<file path="src/design/kte_fifo.sv">
// ----------------------------------------------------------------------------
// kte_fifo: small register queue
// Flip-flop storage, head visible combinationally, write ignored when full.
// ----------------------------------------------------------------------------
`default_nettype none

module kte_fifo #(
    parameter int WIDTH = 8,
    parameter int DEPTH = 4
) (
    input  wire logic             clk,
    input  wire logic             rst_n,
    input  wire logic             wr,
    input  wire logic [WIDTH-1:0] wdata,
    output logic                  full,
    input  wire logic             rd,
    output logic [WIDTH-1:0]      rdata,
    output logic                  empty
);

    localparam int PTR_W = (DEPTH > 1) ? $clog2(DEPTH) : 1;
    localparam int CNT_W = $clog2(DEPTH + 1);

    logic [WIDTH-1:0] mem_reg [DEPTH];
    logic [PTR_W-1:0] wr_ptr_reg, wr_ptr_next;
    logic [PTR_W-1:0] rd_ptr_reg, rd_ptr_next;
    logic [CNT_W-1:0] count_reg, count_next;
    logic             do_wr, do_rd;

    assign full  = (count_reg == CNT_W'(DEPTH));
    assign empty = (count_reg == '0);
    assign do_wr = wr && !full;
    assign do_rd = rd && !empty;
    assign rdata = mem_reg[rd_ptr_reg];

    // Pointer and fill count
    always_comb
    begin
        wr_ptr_next = wr_ptr_reg;
        rd_ptr_next = rd_ptr_reg;
        count_next  = count_reg;
        if (do_wr)
        begin
            wr_ptr_next = (wr_ptr_reg == PTR_W'(DEPTH - 1)) ? '0 : wr_ptr_reg + 1'b1;
        end
        if (do_rd)
        begin
            rd_ptr_next = (rd_ptr_reg == PTR_W'(DEPTH - 1)) ? '0 : rd_ptr_reg + 1'b1;
        end
        if (do_wr && !do_rd)
        begin
            count_next = count_reg + 1'b1;
        end
        else if (do_rd && !do_wr)
        begin
            count_next = count_reg - 1'b1;
        end
    end

    always_ff @(posedge clk or negedge rst_n)
    begin
        if (!rst_n)
        begin
            wr_ptr_reg <= '0;
            rd_ptr_reg <= '0;
            count_reg  <= '0;
        end
        else
        begin
            wr_ptr_reg <= wr_ptr_next;
            rd_ptr_reg <= rd_ptr_next;
            count_reg  <= count_next;
        end
    end

    // Storage, no reset
    always_ff @(posedge clk)
    begin
        if (do_wr)
        begin
            mem_reg[wr_ptr_reg] <= wdata;
        end
    end

endmodule

`default_nettype wire

</file>
<file path="config.mk">
export PLATFORM = sky130hd
export DESIGN_NAME = kte_fifo
export DESIGN_NICKNAME = d
export VERILOG_FILES = /design/src/design/kte_fifo.sv
export SDC_FILE = /design/constraint.sdc
export NUM_CORES = 1
export LEC_CHECK = 0
export BUFFER_PORTS_ARGS = -buffer_cell sky130_fd_sc_hd__clkbuf_2
export CORE_MARGIN = 1.5
export CORE_UTILIZATION = 50
export DETAILED_ROUTE_END_ITERATION = 10
export PLACE_DENSITY = 0.73
export SETUP_SLACK_MARGIN = 0.5
export SYNTH_ARGS = -nofsm -noshare
export SYNTH_HDL_FRONTEND = slang
export SYNTH_SLANG_ARGS = --single-unit
export TNS_END_PERCENT = 50
</file>
<file path="constraint.sdc">
create_clock -name clk -period 3.6 [get_ports clk]
set_input_delay 0 -clock clk [delete_from_list [all_inputs] [get_ports clk]]
set_output_delay 0 -clock clk [all_outputs]
set_load 0.03 [all_outputs]
</file>
# --- Word-level counts from Yosys, hierarchy flattened ---
# Memories as Yosys holds them, arrays and structs flattened.
# Cells that the tools add are included.
classes:
  add_sub_neg: 4
  n_reduce_logical: 10
  eq_ne: 3
  mux: 6
op_table:
  columns: ["op", "n"]
  rows:
  - ["2-to-1 mux 3 bit", 2]
  - ["adder 2 x 1 -> 2 bit, second input constant", 2]
  - ["equality test 2 bit, second input constant", 2]
  - ["logical AND 1 bit", 4]
  - ["zero test 1 bit", 4]
  - ["2-to-1 mux 2 bit", 2]
  - ["adder 3 x 1 -> 3 bit, second input constant", 1]
  - ["equality test 3 bit, second input constant", 1]
  - ["zero test 3 bit", 1]
  - ["subtractor 3 x 1 -> 3 bit, second input constant", 1]
  - ["2-to-1 mux 1 bit", 2]
  - ["nonzero test 2 bit", 1]
totals:
  regBits: 7
  mem_count: 1
  elab_cells: 27
  inputBits: 12
  ramBits: 32
  output_inout_bits: 10
mem_list:
  columns: ["memory", "depth", "width", "read_ports", "rd_ports_with_merged_regs", "wr", "line_no", "source"]
  rows:
  - ["mem_reg", 4, 8, 1, 0, 1, "24", "logic [WIDTH-1:0] mem_reg [DEPTH];"]

# --- Longest topological paths before layout ---
logic_depth:
  ltp_word: 7
  ltp_mapped: 9
  depth_no_buf: 8

# --- Least setup slack after synthesis ---
# No wires, ideal clock.
synth_timing:
  path_kind: "register to register"
  start: "register count_reg[0]"
  end: "register count_reg[2]"
  n_path_buf: 0
  stages_incl_launch_ff: 9
  synth_period_minus_slack_ns: 2.539
  path_slack_ns: 1.061
  t_required_ns: 3.521
  setup_ns: 0.079
  t_arrival_ns: 2.460
  path_cell_list: "dfrtp_1 > nor3_1 > nand2b_4 > ha_1 > inv_1 > fa_1 > xor2_1 > nor2_1 > xor2_1"
synth_between:
  elab_chain_cells: 6
  elab_cells_between_ends: 15
  classes_between: "add/sub (2); eq/ne (1); mux (2); reduce/logical (10)"
synth_rtl:
  columns: ["item", "line_no", "source"]
  rows:
  - ["from (decl)", "27", "logic [CNT_W-1:0] count_reg, count_next;"]
  - ["from (signal assigned)", "72", "count_reg <= count_next;"]
  - ["zero test 3 bit *", "31", "assign empty = (count_reg == '0);"]
  - ["named net empty", "18", "output logic empty"]
  - ["zero test 1 bit *", "33", "assign do_rd = rd && !empty;"]
  - ["logical AND 1 bit *", "33", null]
  - ["zero test 1 bit", "50", "if (do_wr && !do_rd)"]
  - ["logical AND 1 bit", "50", null]
  - ["2-to-1 mux 3 bit or nonzero test 2 bit (tied branches)", null, null]
# Mark *: on every way through the listed nets, which the timed path passes. The rest lies on a longest branch. The select of a mux whose other input is x is not followed.
# A chain may end at the register's enable or synchronous reset.

# --- Worst setup path after layout ---
layout_timing:
  start: "register count_reg[2]"
  end: "register count_reg[2]"
layout_between:
  elab_chain_cells: 6
  elab_cells_between_ends: 15
  classes_between: "add/sub (2); eq/ne (1); mux (2); reduce/logical (10)"
layout_rtl:
  columns: ["item"]
  rows:
  - ["parallel branches: the longest is 6 deep, another holds subtractor 3 x 1 -> 3 bit"]
# Parallel ways; which one is timed is not known. The select of a mux whose other input is x is not followed.

==> impl_metrics.json <==
{
  "run_status": "finished, final reports clean",
  "ys_ff_latch": 39,
  "coreArea_um2": 3078,
  "grt_first_pass_wirelength_um": 3857,
  "min_period_over_period": 0.5600,
  "track_usage": 0.1577,
  "antenna_left": 0,
  "pre_cts_ws_ns": 1.599,
  "syn_inst": 79,
  "io_pins": 22,
  "synth_nets": 98,
  "yosysWarnings": 0,
  "hp-class": "in -> async",
  "grt_pass1_vias": 796,
  "slowest_stage": "dfrtp_1",
  "htree_levels": 2,
  "power_density_nw_per_um2": 821.0,
  "yosysSeqAreaShare": 0.7012,
  "critPathLaunchType": "register",
  "slew_headroom": 0.6038,
  "max_stage_delay_ns": 0.42,
  "clkTransAtPathRegs_ns": 0.12,
  "wl_per_cell_um": 15.16,
  "fin_util": 0.6325,
  "required_ns": 3.86,
  "fin_nets": 133,
  "firstDrtPassIters": 3,
  "grt_max_degree": 13,
  "cts_tree": "done",
  "port_buffers": 21,
  "drc": 0,
  "die_x_um": 59.93,
  "setup_violations": 0,
  "die_area_um2": 3591,
  "setup_slack_ns": 1.584,
  "place_congestion": 0.7293,
  "cts_buffers": 5,
  "yosysTopAreaCell": "edfxtp_1",
  "slew_violations": 0,
  "p_leak_nw": 0.7465,
  "clock_path_buffers": 2,
  "gr-total-overflow": 0,
  "crit_family": "adder cells",
  "initial_core_util": 0.5264,
  "cp-end-kind": "register",
  "wl_um": 2410,
  "total_power_w": 0.001598,
  "critPathMaxFanout": 7,
  "die-height_um": 59.93,
  "via_count": 795,
  "drtIter0Drc": 17,
  "max_cap_violations": 0,
  "peakVddDrop_mv": 0.4026,
  "synth_area_leaders": "edfxtp_1 (59%), mux4_2 (11%), dfrtp_1 (11%), ha_1 (4.6%), mux2_2 (2.1%)",
  "fin_setup_tns_ns": 0,
  "crit_chain": "nor3b_4 > nor2b_2 > ha_1 > inv_1 > fa_1 > xor2_1 > nor2_1 > xor2_1",
  "worstPathArrival_ns": 2.27,
  "final_hold_viol_count": 0,
  "ctsResizeCount": 0,
  "area_growth_pct": 20.15,
  "path_buf_inv": 1,
  "clk_latency_ns": 0.34,
  "finalClockSkew_ns": 0.01491,
  "min_period_ns": 2.016,
  "clock-sinks": 39,
  "antennaDiodeCount": 0,
  "synth_area_per_cell_um2": 20.51,
  "vias_per_cell": 5.000,
  "largest_reg_flops": 32,
  "synth_top_area_share": 0.5931,
  "drive_gt1_frac": 0.4261,
  "cts.root.buffer_cell": "clkbuf_4",
  "yosys.cell_types.count": 19,
  "timing.fmax_mhz": 496.0,
  "antenna_found_initial": 0,
  "core.rowCount": 20,
  "rsz0062_at_grt": "no",
  "cpMostUsedCell": "xor2_1",
  "worstSetupPathType": "reg -> reg",
  "syn_area_um2": 1620,
  "worst_slew_pin_slew_ns": 0.5943
}
==> cell families after synthesis <==
logic type	synth area share
xor gates and xnor gates	0.01622
muxes	0.1506
buffers and inverters	0.01930
and+or+nand+nor	0.05405
DFF	0.7012
adders and majority gates	0.05869
==> worst paths after layout <==
check | cells after the start | from | slack (ns) | end
setup reg to reg | 8 | count_reg[2] | 1.58 | count_reg[2]
setup / recovery | 8 | count_reg[2] | 1.58 | count_reg[2]
min in group clk | 3 | wr | 0.18 | wr_ptr_reg[1]
max in group asynchronous | 2 | rst_n | 3.38 | count_reg[0]
hold / removal | 2 | rst_n | 0.04 | rd_ptr_reg[1]
hold reg to reg | 1 | count_reg[2] | 0.51 | count_reg[2]
==> report_power, final <==
| group | switching [W] | total, W | internal [W] |
|---|---|---|---|
| clock network | 0.000137 | 0.000301 | 0.000164 |
| logic | 0.000309 | 0.000579 | 0.000270 |
| registers | 0.000108 | 0.000718 | 0.000610 |
| total | 0.000554 | 0.00160 | 0.00104 |
==> stage by stage <==
stage | cells | hold WS (ns) | instance area, um2
2_1_floorplan | 79 | -0.2956 | 1620
3_3_place_gp | 141 | -0.1543 | 1760
3_5_place_dp | 141 | -0.1512 | 1760
4_1_cts | 159 | 0.01333 | 1947
5_1_grt | 159 | 0.04532 | 1947
6_report | 159 | 0.03702 | 1947
==> Yosys cell counts <==
master	instances
nor3b_4	1
xnor2_1	1
ha_1	6
xor2_1	2
nor3_1	1
buf_1	1
nor2_1	3
edfxtp_1	32
mux2_4	2
inv_1	3
nor2b_2	1
mux2_2	3
dfrtp_1	7
fa_1	1
buf_2	1
nand2b_4	1
and2_2	4
buf_6	1
mux4_2	8
==> metal layers <==
metal	vias up	global-route usage	wire length, um
li1	373	-	-
met1	405	0.1994	1044
met2	15	0.2500	1262
met3	2	0.05844	84
met4	0	0.05714	19
met5	-	0	0
==> cells in the final DEF, fill, tap and decap left out, drive strengths merged <==
cell / instances
mux2: 5
clkinv: 1
dfrtp: 7
inv: 3
edfxtp: 32
nor3b: 1
mux4: 8
nor2b: 1
nor3: 1
bufinv: 1
clkbuf: 27
nand2b: 1
dlygate4sd3: 10
ha: 6
nor2: 3
xnor2: 1
and2: 4
xor2: 2
fa: 1
==> cell type report <==
cell class	count	area [um2]
Timing Repair Buffer	31	205.2
Clock buffer	6	51.30
Tap cell	44	55.05
Multi-Input combinational cell	34	452.9
Fill cell	229	1131
Sequential cell	39	1136
Clock inverter	2	35.03
Inverter	3	11.26
==> timing repair <==
item	4_1_cts	5_1_grt
buffers inserted	0	0
hold buffers	10	0
setup endpoints to repair	0	0
hold endpoints to repair	40	0
No activity file was read; power rests on OpenSTA's default activity.
