### src/design/kte_pkg.sv
// ----------------------------------------------------------------------------
// kte_pkg: shared types and constants of the keyframe tick timestamp extender
// Request payloads, the front-to-back queue entry and protocol constants.
// ----------------------------------------------------------------------------
`default_nettype none

package kte_pkg;

    // Incoming packet request, one pre-parsed packet
    typedef struct packed {
        logic [1:0]  frame_class;
        logic [7:0]  ip_protocol;
        logic [15:0] ip_total_length;
        logic [31:0] dest_address;
        logic [31:0] footer_word;
        logic [63:0] key_utc_time;
        logic [63:0] key_asic_tick;
        logic [63:0] key_egress_tick;
        logic [63:0] capture_time;
    } packet_t;

    // Outgoing result request
    typedef struct packed {
        logic [63:0] timestamp;
        logic        timestamp_valid;
        logic        is_keyframe;
        logic        keyframe_length_error;
        logic [1:0]  time_source;
    } result_t;

    // Classified packet handed from the front end to the arithmetic pipe
    typedef struct packed {
        logic [63:0] utc;       // keyframe UTC after this packet
        logic [63:0] rtick;     // keyframe tick after this packet
        logic [63:0] egress;    // egress tick, zero unless a good keyframe
        logic [31:0] tick32;    // extended footer tick
        logic [63:0] cap;       // capture time
        logic        use_cap;
        logic        key;
        logic        len_err;
        logic        ts_valid;
    } front_item_t;

    // Frame classes
    localparam logic [1:0] CLASS_IPV4 = 2'd1;
    localparam logic [1:0] CLASS_STP  = 2'd2;

    // Time source codes
    localparam logic [1:0] SRC_TICK    = 2'd0;
    localparam logic [1:0] SRC_EGRESS  = 2'd1;
    localparam logic [1:0] SRC_CAPTURE = 2'd2;

    // Keyframe recognition
    localparam logic [7:0]  KEY_PROTOCOL  = 8'd253;
    localparam logic [15:0] KEY_LEN_PLAIN = 16'd66;
    localparam logic [15:0] KEY_LEN_SKEW  = 16'd82;

    // PTP multicast 224.0.1.129 .. 224.0.1.132
    localparam logic [23:0] PTP_PREFIX = 24'hE00001;
    localparam logic [7:0]  PTP_LO_MIN = 8'd129;
    localparam logic [7:0]  PTP_LO_MAX = 8'd132;

    // Upper part of the reference tick kept on the tick path
    localparam logic [63:0] TICK_HI_MASK = 64'hFFFF_FFFF_8000_0000;

    // Default queue depths
    localparam int MID_DEPTH_DEF = 4;
    localparam int OUT_DEPTH_DEF = 4;

endpackage

`default_nettype wire

### src/design/kte_front.sv
// ----------------------------------------------------------------------------
// kte_front: packet classifier and keyframe reference state
// Classifies each request, reloads the reference on good keyframes and
// extends the footer tick against the stored low bits.
// ----------------------------------------------------------------------------
`default_nettype none

module kte_front
    import kte_pkg::*;
(
    input  wire logic    clk,
    input  wire logic    rst_n,
    input  wire logic    accept,
    input  wire packet_t packet,
    output front_item_t  item
);

    logic [63:0] ref_utc_reg;
    logic [63:0] ref_tick_reg;
    logic [30:0] ref_low_reg;

    logic [63:0] utc_next;
    logic [63:0] tick_next;
    logic [30:0] low_next;
    logic [30:0] tick31;
    logic [31:0] tick_ext;
    logic        is_ip;
    logic        key;
    logic        good_len;
    logic        reload;
    logic        ptp;

    // Classification
    always_comb
    begin
        is_ip    = (packet.frame_class == CLASS_IPV4);
        key      = is_ip && (packet.ip_protocol == KEY_PROTOCOL);
        good_len = (packet.ip_total_length inside {KEY_LEN_PLAIN, KEY_LEN_SKEW});
        reload   = key && good_len;
        ptp      = is_ip && (packet.dest_address[31:8] == PTP_PREFIX)
                   && (packet.dest_address[7:0] inside {[PTP_LO_MIN:PTP_LO_MAX]});
    end

    // Reference after this packet
    always_comb
    begin
        utc_next  = reload ? packet.key_utc_time  : ref_utc_reg;
        tick_next = reload ? packet.key_asic_tick : ref_tick_reg;
        low_next  = reload ? packet.key_asic_tick[30:0] : ref_low_reg;
    end

    // Footer tick: drop the pad bit, carry by 2^31 below the stored low bits
    always_comb
    begin
        tick31   = {packet.footer_word[31:8], packet.footer_word[6:0]};
        tick_ext = {(tick31 < ref_low_reg), tick31};
    end

    // Queue entry
    always_comb
    begin
        item.utc      = utc_next;
        item.rtick    = tick_next;
        item.egress   = reload ? packet.key_egress_tick : 64'd0;
        item.tick32   = key ? {1'b0, low_next} : tick_ext;
        item.cap      = packet.capture_time;
        item.use_cap  = ptp || (packet.frame_class == CLASS_STP) || (utc_next == 64'd0);
        item.key      = key;
        item.len_err  = key && !good_len;
        item.ts_valid = (utc_next != 64'd0);
    end

    always_ff @(posedge clk or negedge rst_n)
    begin
        if (!rst_n)
        begin
            ref_utc_reg  <= '0;
            ref_tick_reg <= '0;
            ref_low_reg  <= '0;
        end
        else if (accept && reload)
        begin
            ref_utc_reg  <= utc_next;
            ref_tick_reg <= tick_next;
            ref_low_reg  <= low_next;
        end
    end

endmodule

`default_nettype wire

### config.mk
export PLATFORM = sky130hd
export DESIGN_NAME = kte_front
export DESIGN_NICKNAME = d
export VERILOG_FILES = /design/src/design/kte_pkg.sv /design/src/design/kte_front.sv
export SDC_FILE = /design/constraint.sdc
export NUM_CORES = 1
export LEC_CHECK = 0
export BUFFER_PORTS_ARGS = -buffer_cell sky130_fd_sc_hd__buf_2
export CAP_MARGIN = 5
export CORE_AREA = 2 2 251 253
export CTS_BUF_LIST = sky130_fd_sc_hd__clkbuf_8
export DETAILED_ROUTE_END_ITERATION = 8
export DIE_AREA = 0 0 253 255
export PLACE_DENSITY = 0.37
export SYNTH_ARGS = -nofsm -noshare
export SYNTH_HDL_FRONTEND = slang
export SYNTH_SLANG_ARGS = --single-unit
### constraint.sdc
create_clock -name clk -period 2.1 [get_ports clk]
set_input_delay 0 -clock clk [delete_from_list [all_inputs] [get_ports clk]]
set_output_delay 0 -clock clk [all_outputs]
set_load 0.01 [all_outputs]
# [After elaboration in Yosys (flattened, before gate mapping)]
# Cells that the tools add are included.
[word_totals] reg_bits=159 input_bits=349 out_inout_bits=292 wordCells=30
[op_classes] magnitude_cmp=3 n_eq_ne=6 mux=5 n_reduce_logical=13
[op_table] op="$mux 64" n=3
[op_table] op="$logic_not 64->1" n=1
[op_table] op="$reduce_bool 64->1" n=1
[op_table] op="$eq 16x7->1 const B" n=2
[op_table] op="$mux 32" n=1
[op_table] op="$lt 31x31->1" n=1
[op_table] op="$mux 31" n=1
[op_table] op="$eq 24x24->1 const B" n=1
[op_table] op="$eq 8x8->1 const B" n=1
[op_table] op="$ge 8x8->1 const B" n=1
[op_table] op="$le 8x8->1 const B" n=1
[op_table] op="$logic_and 1x1->1" n=7
[op_table] op="$eq 2x1->1 const B" n=1
[op_table] op="$eq 2x2->1 const B" n=1
[op_table] op="$logic_or 1x1->1" n=2
[op_table] op="$reduce_bool 2->1" n=1
[op_table] op="$logic_not 1->1" n=1

# [Longest topological paths before layout]
# Gate-level depths: netlist of the first run.
[depth] word_depth=6 ltp_mapped=9 ltp_nobuf=7

# [Least setup slack after synthesis of the first run]
# OpenSTA, ideal clock, no wires.
[synth_timing] kind="input port to flip-flop" start="in packet[337] (netlist bit)" end="reg ref_low_reg[0]" setup_time_ps=128 arrival_ps=1561 required_time_ps=1972 slack_ps=411 stages=7 path_buffers=2 cell_sequence="nand2b_1 or4_4 nor2_4 nand2_2 buf_2 buf_4 mux2_1"
[synth_between] elab_chain_len=4 word_cells_on_any_way=5 classes_between="eq/ne: 1; mux: 1; reduce/logical: 3"
[synth_lines] item="from (decl)" line="kte_front.sv:14" rtl="input wire packet_t packet,"
[synth_lines] item="$eq 8x8->1 (*)" line="kte_front.sv:37" rtl="key = is_ip && (packet.ip_protocol == KEY_PROTOCOL);"
[synth_lines] item="$logic_and 1x1->1 (*)" line="kte_front.sv:37"
[synth_lines] item="$logic_and 1x1->1 (*)" line="kte_front.sv:39" rtl="reload = key && good_len;"
[synth_lines] item="$mux 31 / $logic_and 1x1->1 (equally long branches)" line="kte_front.sv:49, kte_front.sv:81"
[synth_lines] item="to (signal assigned)" line="kte_front.sv:85" rtl="ref_low_reg <= low_next;"
[synth_lines] item="to (decl)" line="kte_front.sv:20" rtl="logic [30:0] ref_low_reg;"
# Mark *: on every way between the ends. The rest lies on a longest branch, timed or not.
# A chain may end at the register's enable or synchronous reset.

==> summary.md, run 1 <==
| Metric | Value |
|---|---|
| Die H | 255 um |
| First-pass GRT wire length | 63.6 mm |
| Maximum clock path buffer count | 2 |
| Clock Sinks | 159 |
| Worst Hold Class | in2out |
| Psw | 1.78 mW |
| Met1 wire length | 19.2 mm |
| Highest Signal Layer | met5 |
| P_leak | 8.62 nW |
| Sequential area share after synthesis | 39.5% |
| Final setup vio count | 3 |
| Rel. slew slack | 50.5% |
| Chip width | 253 um |
| Bufs and invs on worst path | 4 |
| Post-route ant nets | 0 |
| Clock skew | 0 ps |
| Distinct cells, synth | 40 |
| Synth Area per Inst | 8.84 sq um |
| Max-cap violations | 0 |
| GRT overflow | 0 |
| Hold Startpoint | packet[2] |
| Layout cell share with drive strength beyond 1 | 39.1% |
| DP HPWL | 34.8 mm |
| Max Slew Vio Count | 0 |
| Area Overhead vs Synth | 52.7% |
| Drt drc | 0 |
| Worst path top cell family by delay | simple AND/OR/NAND/NOR gates |
| Logic pwr share | 14.2% |
| CP Launch Type | flop |
| CP max FO | 2 |
| Site row count | 92 |
| CP required | 2100 ps |
| Core Area | 0.0622 sq mm |
| Initial core utilization | 16.2% |
| #FFs+latches synth | 159 |
| CTS tree | yes |
| Synth async-reset ratio | 100% |
| DR WL met2 | 21.8 mm |
| Critical Path Slowest Stage Cell | dfrtp_1 |
| Clock Latency Late Sink | 540 ps |
| Final period util | 113% |
| DR WL/cell | 17.6 um |
| Drt via density | 4.05 |
| Critical Path Max Stage Delay | 430 ps |
| Failing checks | setup timing |
| Number of synthesized flops with an enable pin | 0 |
| Fin nets | 2116 |
| VDD IR max | 0.436 mV |
| Drt pass-1 iters | 7 |
| Setup WS pre-CTS | -370 ps |
| Final wirelength | 44.9 mm |
| Synth Flop Type | dfrtp_1 |
| Largest net degree at the start of global routing | 80 |
| RSZ-0062 raised after global routing | true |
| Worst hold stages | 0 |
| Maximum clock frequency | 420 MHz |
| Status | finished, violations left |
| Reg clk slew, reported paths | 110 ps |
| FF-to-FF Start | ref_utc_reg[33] |
| Met3 wire length | 2.50 mm |
| Ys Warns | 0 |
| Power density cells | 409 mW/mm^2 |
| Final Cell Area | 0.0154 sq mm |
| Vias in the first global route | 10402 |
| Syn nets | 1519 |
| Input/output buffers | 510 |
| CTS HTree Levels | 4 |
| Setup CP Type | reg2out |
| Worst-margin pin slew | 735 ps |
| Final hold violation count | 0 |
| Worst setup EP type | primary output |
| Power share of the sequential group | 48.6% |
| Num CTS Buffers | 17 |
| CTS root buffer | clkbuf_8 |
| Worst Setup SP | ref_utc_reg[28] |
| Via count | 10313 |
| Fin crit period | 2380 ps |
| Final weighted congestion in routability-driven placement | 0.833 |
| Total die area | 0.0645 sq mm |
| Worst Path Arrival | 2380 ps |
| Antenna violations before repair | 2 |
| Post-Syn Area | 0.0101 sq mm |
| Clk network pwr share | 37.2% |
| Levels on crit path | 8 |
| Setup_tns | -835 ps |
| Tot GR Track Use | 13.4% |
| Dpl cell area | 0.0133 sq mm |
| Int Pwr | 4.51 mW |
| Final Worst Setup Slack | -283 ps |
| ANT cells | 0 |
| Net Sw Frac | 28.3% |
| Top Ports | 641 |
| CP Cell Sequence | nor4_4 -> buf_4 -> nand4_1 -> nor4_1 -> mux2i_1 -> buf_4 -> buf_6 -> buf_6 |
| Number of DRC markers in iteration 0 | 450 |
| Post-synthesis instance total | 1140 |
| Reg2reg path depth | 2 |
-- stage by stage --
stage               power (mW)  hold slack (ps)  util (%)  cells
floorplan                 3.38             -296         -   1140
global placement          3.81            -89.1      21.5   2375
detailed placement        3.81            -88.8      21.5   2375
CTS                       6.47           0.0686      24.6   2545
global route              6.65           0.0251      24.8   2549
finish                    6.30          0.00392      24.8   2549
-- layout make-up --
class                      count  area [sq um]
tap                          799          1000
multi-input combinational    811          5270
sequential                   159          3980
clock inverter                14           131
inverter                      42           158
timing repair buffer         706          4610
clock buffer                  18           248
fill                        6868         46800
-- layer usage --
metal	vias up	global-route usage, %
li1	4952	-
met1	4910	16.2
met2	360	22.8
met3	87	2.89
met4	4	5.63
met5	-	0
-- power groups by stage --
stage,sequential [mW],clock (mW),combinational (mW)
5_1_grt,3.06,2.60,0.988
2_1_floorplan,3.12,0,0.259
6_report,3.06,2.34,0.897
3_3_place_gp,3.12,0,0.692
3_5_place_dp,3.12,0,0.691
4_1_cts,3.06,2.50,0.912
-- Yosys cell counts (2+ instances only) --
master / n / area share (%)
buf_6: 12 / 1.3
nor4_1: 39 / 2.4
nand2_1: 396 / 15
o21ai_0: 5 / 0.25
inv_1: 42 / 1.6
a222oi_1: 9 / 0.89
buf_1: 6 / 0.22
o22ai_1: 22 / 1.4
mux2_1: 110 / 12
clkbuf_1: 17 / 0.63
nand3_1: 3 / 0.15
dfrtp_1: 159 / 39
and4_1: 2 / 0.17
nor2_1: 6 / 0.22
buf_4: 75 / 5.6
and2_1: 65 / 4.0
a21o_1: 2 / 0.15
buf_2: 18 / 0.89
a21oi_1: 34 / 1.7
nor3_1: 4 / 0.20
ha_1: 30 / 3.7
mux2_2: 49 / 5.5
nand4_1: 16 / 0.99
nand2b_1: 3 / 0.19
-- worst reg2reg max path, cell delays in order (launching register included) --
cell	delay [ps]
dfrtp_1	430
buf_4	150
mux2_2	260
-- final timing paths --
| check | slack, ps | endpoint |
|---|---|---|
| setup / recovery | -280 | item[0] |
| max in group asynchronous | 1090 | ref_tick_reg[2] |
| setup reg to reg | 1160 | ref_utc_reg[33] |
| hold / removal | 0.004 | item[6] |
| min in group asynchronous | 520 | ref_tick_reg[56] |
| hold reg to reg | 490 | ref_low_reg[3] |
-- layout by cell type, fill, tap and decap left out, types with 3 or more instances in the layout --
cell,synthesis,layout
nor3_1,4,4
nand2b_1,3,3
nor4_2,0,9
dlygate4sd3_1,0,130
and2_1,65,64
mux2_2,49,49
buf_4,75,47
o21ai_0,5,3
buf_12,0,14
nor2_1,6,6
nand2_1,396,396
inv_6,0,4
a222oi_1,9,9
a21oi_1,34,32
buf_2,18,507
clkinv_4,0,3
nand4_1,16,16
inv_1,42,42
buf_6,12,5
nor4_1,39,28
ha_1,30,29
o22ai_1,22,21
clkbuf_8,0,18
mux2_1,110,110
nand3_1,3,3
dfrtp_1,159,159
-- kinds of logic (layout without fill, tap and decap cells) --
logic type	after synthesis	count (layout)	synth area share [%]
muxes	160	160	17.9
xor gates and xnor gates	1	1	0.0869
and+or+nand+nor	543	543	23.9
buffers and inverters	170	780	10.2
adders and majority gates	30	30	3.72
DFF	159	159	39.5
AOI/OAI and AO/OA	77	77	4.75
-- what timing repair did --
item,4_1_cts,5_1_grt
gates resized for setup,29,10
hold endpoints to repair,318,0
cloned,0,2
hold buffers,131,0
endpoints found under the setup margin,8,58
buffers inserted,7,2
pin swaps,11,6
No activity file was read; power rests on OpenSTA's default activity.
==> inputs of run 2 (changes only) <==
--- a/config.mk
+++ b/config.mk
@@ -7,11 +7,10 @@
 export LEC_CHECK = 0
 export BUFFER_PORTS_ARGS = -buffer_cell sky130_fd_sc_hd__buf_2
 export CAP_MARGIN = 5
-export CORE_AREA = 2 2 251 253
-export CTS_BUF_LIST = sky130_fd_sc_hd__clkbuf_8
+export CORE_AREA = 2 2 246 248
 export DETAILED_ROUTE_END_ITERATION = 8
-export DIE_AREA = 0 0 253 255
-export PLACE_DENSITY = 0.37
+export DIE_AREA = 0 0 248 250
+export PLACE_DENSITY = 0.5
 export SYNTH_ARGS = -nofsm -noshare
 export SYNTH_HDL_FRONTEND = slang
 export SYNTH_SLANG_ARGS = --single-unit
==> run 2 against run 1 <==
  * The run still ends with setup timing left
  * Clock skew stayed put
  * Combinational power shrank 1%
  * Cell area is 1.0% higher
  * Fmax grew 0.90%
  * Register-to-register slack is essentially flat
  * Clock-buffer cell count stayed put
  * First-iteration DRC count rose by 25%
  * Core utilization is 1.3 points higher
  * Critical endpoint is now item[3]
  * Worst hold slack about the same
  * Largest power group is now the clock network
  * Critical path depth down 1
  * Sequential cell count unchanged
  * Wire length fell by 4.2%
==> summary.md, run 2 (same netlist as run 1, synthesis figures left out) <==
| Metric | Value |
|---|---|
| Fin nets | 2118 |
| Die H | 250 um |
| Drt via density | 4.14 |
| Clock skew | 0 ps |
| DP HPWL | 33.4 mm |
| Number of DRC markers in iteration 0 | 564 |
| Rel. slew slack | 57.5% |
| CP Launch Type | flop |
| Chip width | 248 um |
| Total die area | 0.0620 sq mm |
| Reg clk slew, reported paths | 60 ps |
| Tot GR Track Use | 13.5% |
| Largest net degree at the start of global routing | 75 |
| Final wirelength | 43.0 mm |
| Power density cells | 471 mW/mm^2 |
| Failing checks | setup timing |
| Num CTS Buffers | 17 |
| Worst setup EP type | primary output |
| Input/output buffers | 510 |
| Status | finished, violations left |
| VDD IR max | 0.642 mV |
| Maximum clock path buffer count | 2 |
| P_leak | 8.70 nW |
| Max Slew Vio Count | 0 |
| Fin crit period | 2360 ps |
| Final setup vio count | 3 |
| Maximum clock frequency | 423 MHz |
| Total Power | 7.33 mW |
| CTS tree | yes |
| DR WL/cell | 16.9 um |
| Commonest non-fill, non-tap cells in the layout | buf_2, nand2_1, dfrtp_1 |
| Via count | 10510 |
| Final Worst Setup Slack | -262 ps |
| Site row count | 90 |
| Setup CP Type | reg2out |
| Setup_tns | -716 ps |
| Drt pass-1 iters | 7 |
| CTS root buffer | clkbuf_16 |
| CP max FO | 3 |
| Layout cell share with drive strength beyond 1 | 39.2% |
| Vias in the first global route | 10632 |
| Clock Latency Late Sink | 480 ps |
| End-of-flow core utilization | 26.1% |
| Final hold violation count | 0 |
| GRT overflow | 0 |
| CP required | 2100 ps |
| CTS HTree Levels | 4 |
| Area Overhead vs Synth | 54.3% |
| Worst Hold Class | in2out |
| Top Ports | 641 |
| Antenna violations before repair | 5 |
| Worst Path Arrival | 2360 ps |
| First-pass GRT wire length | 62.4 mm |
| Setup WS pre-CTS | -104 ps |
| Final weighted congestion in routability-driven placement | 0.871 |
| Worst-margin pin slew | 638 ps |
| RSZ-0062 raised after global routing | true |
| Most common library cell in the layout ignoring fill and taps | buf_2 |
| Core Area | 0.0596 sq mm |
| Clock Sinks | 159 |
| Final period util | 112% |
| Post-route ant nets | 0 |
| Drt drc | 0 |
| Max-cap violations | 0 |
| Initial core utilization | 16.9% |
-- run 2: changes by cell type in the layout (fill, tap and decap cells not counted), sizes merged --
| cell | delta |
|---|---|
| clkinvlp | +3 |
| diode | +3 |
| buf | +4 |
| inv | -5 |
| clkbuf | -2 |
| bufinv | +3 |
| clkinv | -2 |
-- run 2: critical path, stage by stage, from the launching register on --
cell      delay [ps]
dfrtp_1          430
nor4_4           350
buf_4            170
nand4_1          170
nor4_4           340
mux2i_4          140
o221ai_2         120
buf_2            170
-- run 2: layout make-up --
cell class                      instances  area (sq um)
Sequential cell                       159          3980
Multi-Input combinational cell        811          5260
Clock inverter                         13           189
Inverter                               42           158
Timing Repair Buffer                  708          4530
Fill cell                            6396         44000
Tap cell                              782           978
Clock buffer                           18           439
Antenna cell                            3          7.51
-- run 2: where the power goes --
part | internal (mW) | total (mW) | switching [mW]
combinational | 0.469 | 0.884 | 0.415
sequential | 3.06 | 3.06 | 0.00000196
clock | 2.01 | 3.38 | 1.37
-- run 2: repair_timing --
item / 4_1_cts / 5_1_grt
hold buffers: 130 / 0
gates resized for setup: 21 / 13
pin swaps: 11 / 11
setup buffers: 2 / 3
setup endpoints to repair: 30 / 5
endpoints found under the hold margin: 299 / 0
-- run 2: worst paths after layout --
| kind | cells past startpoint | start | slack [ps] | end |
|---|---|---|---|---|
| min in group asynchronous | 2 | rst_n | 80 | ref_tick_reg[60] |
| setup / recovery | 7 | ref_utc_reg[8] | -260 | item[3] |
| max in group asynchronous | 3 | rst_n | 1310 | ref_utc_reg[28] |
| setup reg to reg | 2 | ref_utc_reg[57] | 1170 | ref_utc_reg[57] |
| hold / removal | 0 | packet[13] | 0.004 | item[17] |
| hold reg to reg | 1 | ref_tick_reg[44] | 490 | ref_tick_reg[44] |
-- run 2: metal layers --
layer	routed length [um]	global-route usage, %
met5	13	0
met4	1930	7.48
met3	3600	3.91
met2	19900	21.8
met1	17600	16.0
-- run 2: through the flow --
step	area [sq um]	cells	hold slack [ps]
global route	15500	2533	0.0300
detailed placement	13400	2367	0.0686
CTS	15400	2530	0.0686
global placement	13400	2367	0.0686
floorplan	10100	1140	-296
finish	15500	2536	0.00366
==> inputs of run 3 (changes only) <==
==> constraint.sdc (replaced) <==
create_clock -name clk -period 2.2 [get_ports clk]
set_input_delay 0 -clock clk [delete_from_list [all_inputs] [get_ports clk]]
set_output_delay 0 -clock clk [all_outputs]
set_load 0.01 [all_outputs]
==> run 3 against run 2 <==
  * Non-clock buffer count down 19
  * Largest power group unchanged
  * Sequential power shrank 5%
  * Setup slack improved by 88 ps
  * Worst hold slack unchanged
  * Clock power barely moved
  * Wire length down 0.54%
  * Combinational power down 4.9%
  * The run still ends with setup timing left
  * Highest routed layer unchanged
  * Critical path depth rose by 1
  * Register-to-register slack improved by 120 ps
  * First-iteration DRC count is 13% lower
  * Core utilization down 0.19 points
==> summary.md, run 3 (same netlist as run 1, synthesis figures left out) <==
| Metric | Value |
|---|---|
| Fin nets | 2099 |
| Vias in the first global route | 10498 |
| Status | finished, violations left |
| CTS HTree Levels | 4 |
| Final setup vio count | 3 |
| Layout cell share with drive strength beyond 1 | 38.6% |
| Clock skew | 0 ps |
| Fin cells | 2521 |
| Worst-margin pin slew | 625 ps |
| WHS | 0.00366 ps |
| RSZ-0062 raised after global routing | true |
| Final wirelength | 42.8 mm |
| Max Slew Vio Count | 0 |
| CTS root buffer | clkbuf_16 |
| Inst Count DP | 2349 |
| Area Overhead vs Synth | 53.1% |
| Critical Path Max Stage Delay | 400 ps |
| Drt drc | 0 |
| Largest net degree at the start of global routing | 100 |
| Top Ports | 641 |
| Site row count | 90 |
| Reg clk slew, reported paths | 60 ps |
| Commonest non-fill, non-tap cells in the layout | buf_2, nand2_1, dfrtp_1 |
| P_leak | 8.62 nW |
| Rel. slew slack | 58.4% |
| Final period util | 108% |
| CP max FO | 3 |
| Via count | 10487 |
| Worst setup EP type | primary output |
| Number of DRC markers in iteration 0 | 488 |
| Max-cap violations | 0 |
| CP Cell Sequence | nor4_2 -> buf_4 -> nand4_1 -> buf_4 -> nor4_4 -> mux2i_4 -> o221ai_2 -> buf_2 |
| CP required | 2200 ps |
| Setup WS pre-CTS | -229 ps |
| Failing checks | setup timing |
| First-pass GRT wire length | 62.5 mm |
| Post-route ant nets | 0 |
| Total die area | 0.0620 sq mm |
| DR WL/cell | 17.0 um |
| Drt pass-1 iters | 5 |
| CTS tree | yes |
| Core Area | 0.0596 sq mm |
| Most common library cell in the layout ignoring fill and taps | buf_2 |
| Maximum clock path buffer count | 2 |
| Chip width | 248 um |
| Worst Path Arrival | 2370 ps |
| End-of-flow core utilization | 25.9% |
| Worst Hold Class | in2out |
| Num CTS Buffers | 17 |
| Initial core utilization | 16.9% |
| Critical Path Slowest Stage Cell | dfrtp_1 |
| Tot GR Track Use | 13.5% |
| GRT overflow | 0 |
| Setup CP Type | reg2out |
| Final hold violation count | 0 |
| VDD IR max | 0.531 mV |
| Power density cells | 461 mW/mm^2 |
| Input/output buffers | 510 |
| CP Launch Type | flop |
| Final Worst Setup Slack | -174 ps |
| Drt via density | 4.16 |
| Crit path top cell by count | buf_4 |
| Clock Latency Late Sink | 480 ps |
| Fin crit period | 2370 ps |
| Antenna violations before repair | 8 |
| Maximum clock frequency | 421 MHz |
| Die H | 250 um |
| Clock Sinks | 159 |
| DP HPWL | 33.0 mm |
| Final weighted congestion in routability-driven placement | 0.861 |
## run 3: cell count changes in the layout (fill, tap and decap cells not counted), sizes merged
| cell | delta |
|---|---|
| buf | -18 |
| diode | +4 |
| clkinvlp | -3 |
| clkbuf | +2 |
| dlygate4sd3 | -1 |
| inv | +1 |
## run 3: layout make-up
cell class / count / area [sq um]
well taps: 782 / 978
flip-flops and latches: 159 / 3980
multi-input cells: 811 / 5280
diodes: 7 / 17.5
repair buffers: 689 / 4380
fillers: 6446 / 44100
clock buffers: 20 / 467
clock inverters: 11 / 179
inverters: 42 / 158
## run 3: worst paths after layout
| check | start | slack, ps | depth (start not counted) | to |
|---|---|---|---|---|
| min reg2reg | ref_tick_reg[0] | 490 | 1 | ref_tick_reg[0] |
| max | ref_utc_reg[57] | -170 | 8 | item[3] |
| max reg2reg | ref_utc_reg[38] | 1290 | 2 | ref_utc_reg[38] |
| min in group asynchronous | rst_n | 100 | 2 | ref_tick_reg[60] |
| min | packet[33] | 0.004 | 0 | item[37] |
| max in group asynchronous | rst_n | 1390 | 3 | ref_utc_reg[56] |
## run 3: repair_timing
action,CTS,global route
hold endpoints to repair,294,0
gates resized for setup,27,8
setup endpoints to repair,16,3
hold buffers,129,0
buffers inserted,3,2
pin swaps,10,8
## run 3: layer usage
| metal | wire length, um | part of all wire (%) | GRT usage (%) | vias up |
|---|---|---|---|---|
| met5 | 13 | 0.030 | 0 | - |
| met4 | 2250 | 5.3 | 7.66 | 2 |
| met3 | 3510 | 8.2 | 3.75 | 101 |
| met2 | 19400 | 45 | 21.3 | 461 |
| met1 | 17600 | 41 | 16.3 | 4992 |
| li1 | - | - | - | 4931 |
## run 3: worst max-delay path, delay by kind of cell (launching register included)
kind | cells | cell delay [ps]
AND/OR/NAND/NOR | 3 | 700
buffers and inverters | 3 | 530
flip-flops | 1 | 400
multiplexers | 1 | 150
AO/OA/AOI/OAI | 1 | 120
## run 3: report_power, final
part           internal, mW  switching [mW]  total (mW)  leakage [nW]
Clock                  1.99            1.36        3.36         0.309
Sequential             2.92      0.00000191        2.92          2.22
Combinational         0.445           0.396       0.841          6.09
## run 3: through the flow
stage / setup TNS [ps] / instance area [sq um] / power [mW]
after global routing: -765 / 15400 / 7.43
after global placement: -18160 / 13200 / 3.61
final: -400 / 15400 / 7.12
after detailed placement: -23520 / 13200 / 3.62
after CTS: -707 / 15400 / 7.26
after floorplan: 0 / 10100 / 3.23
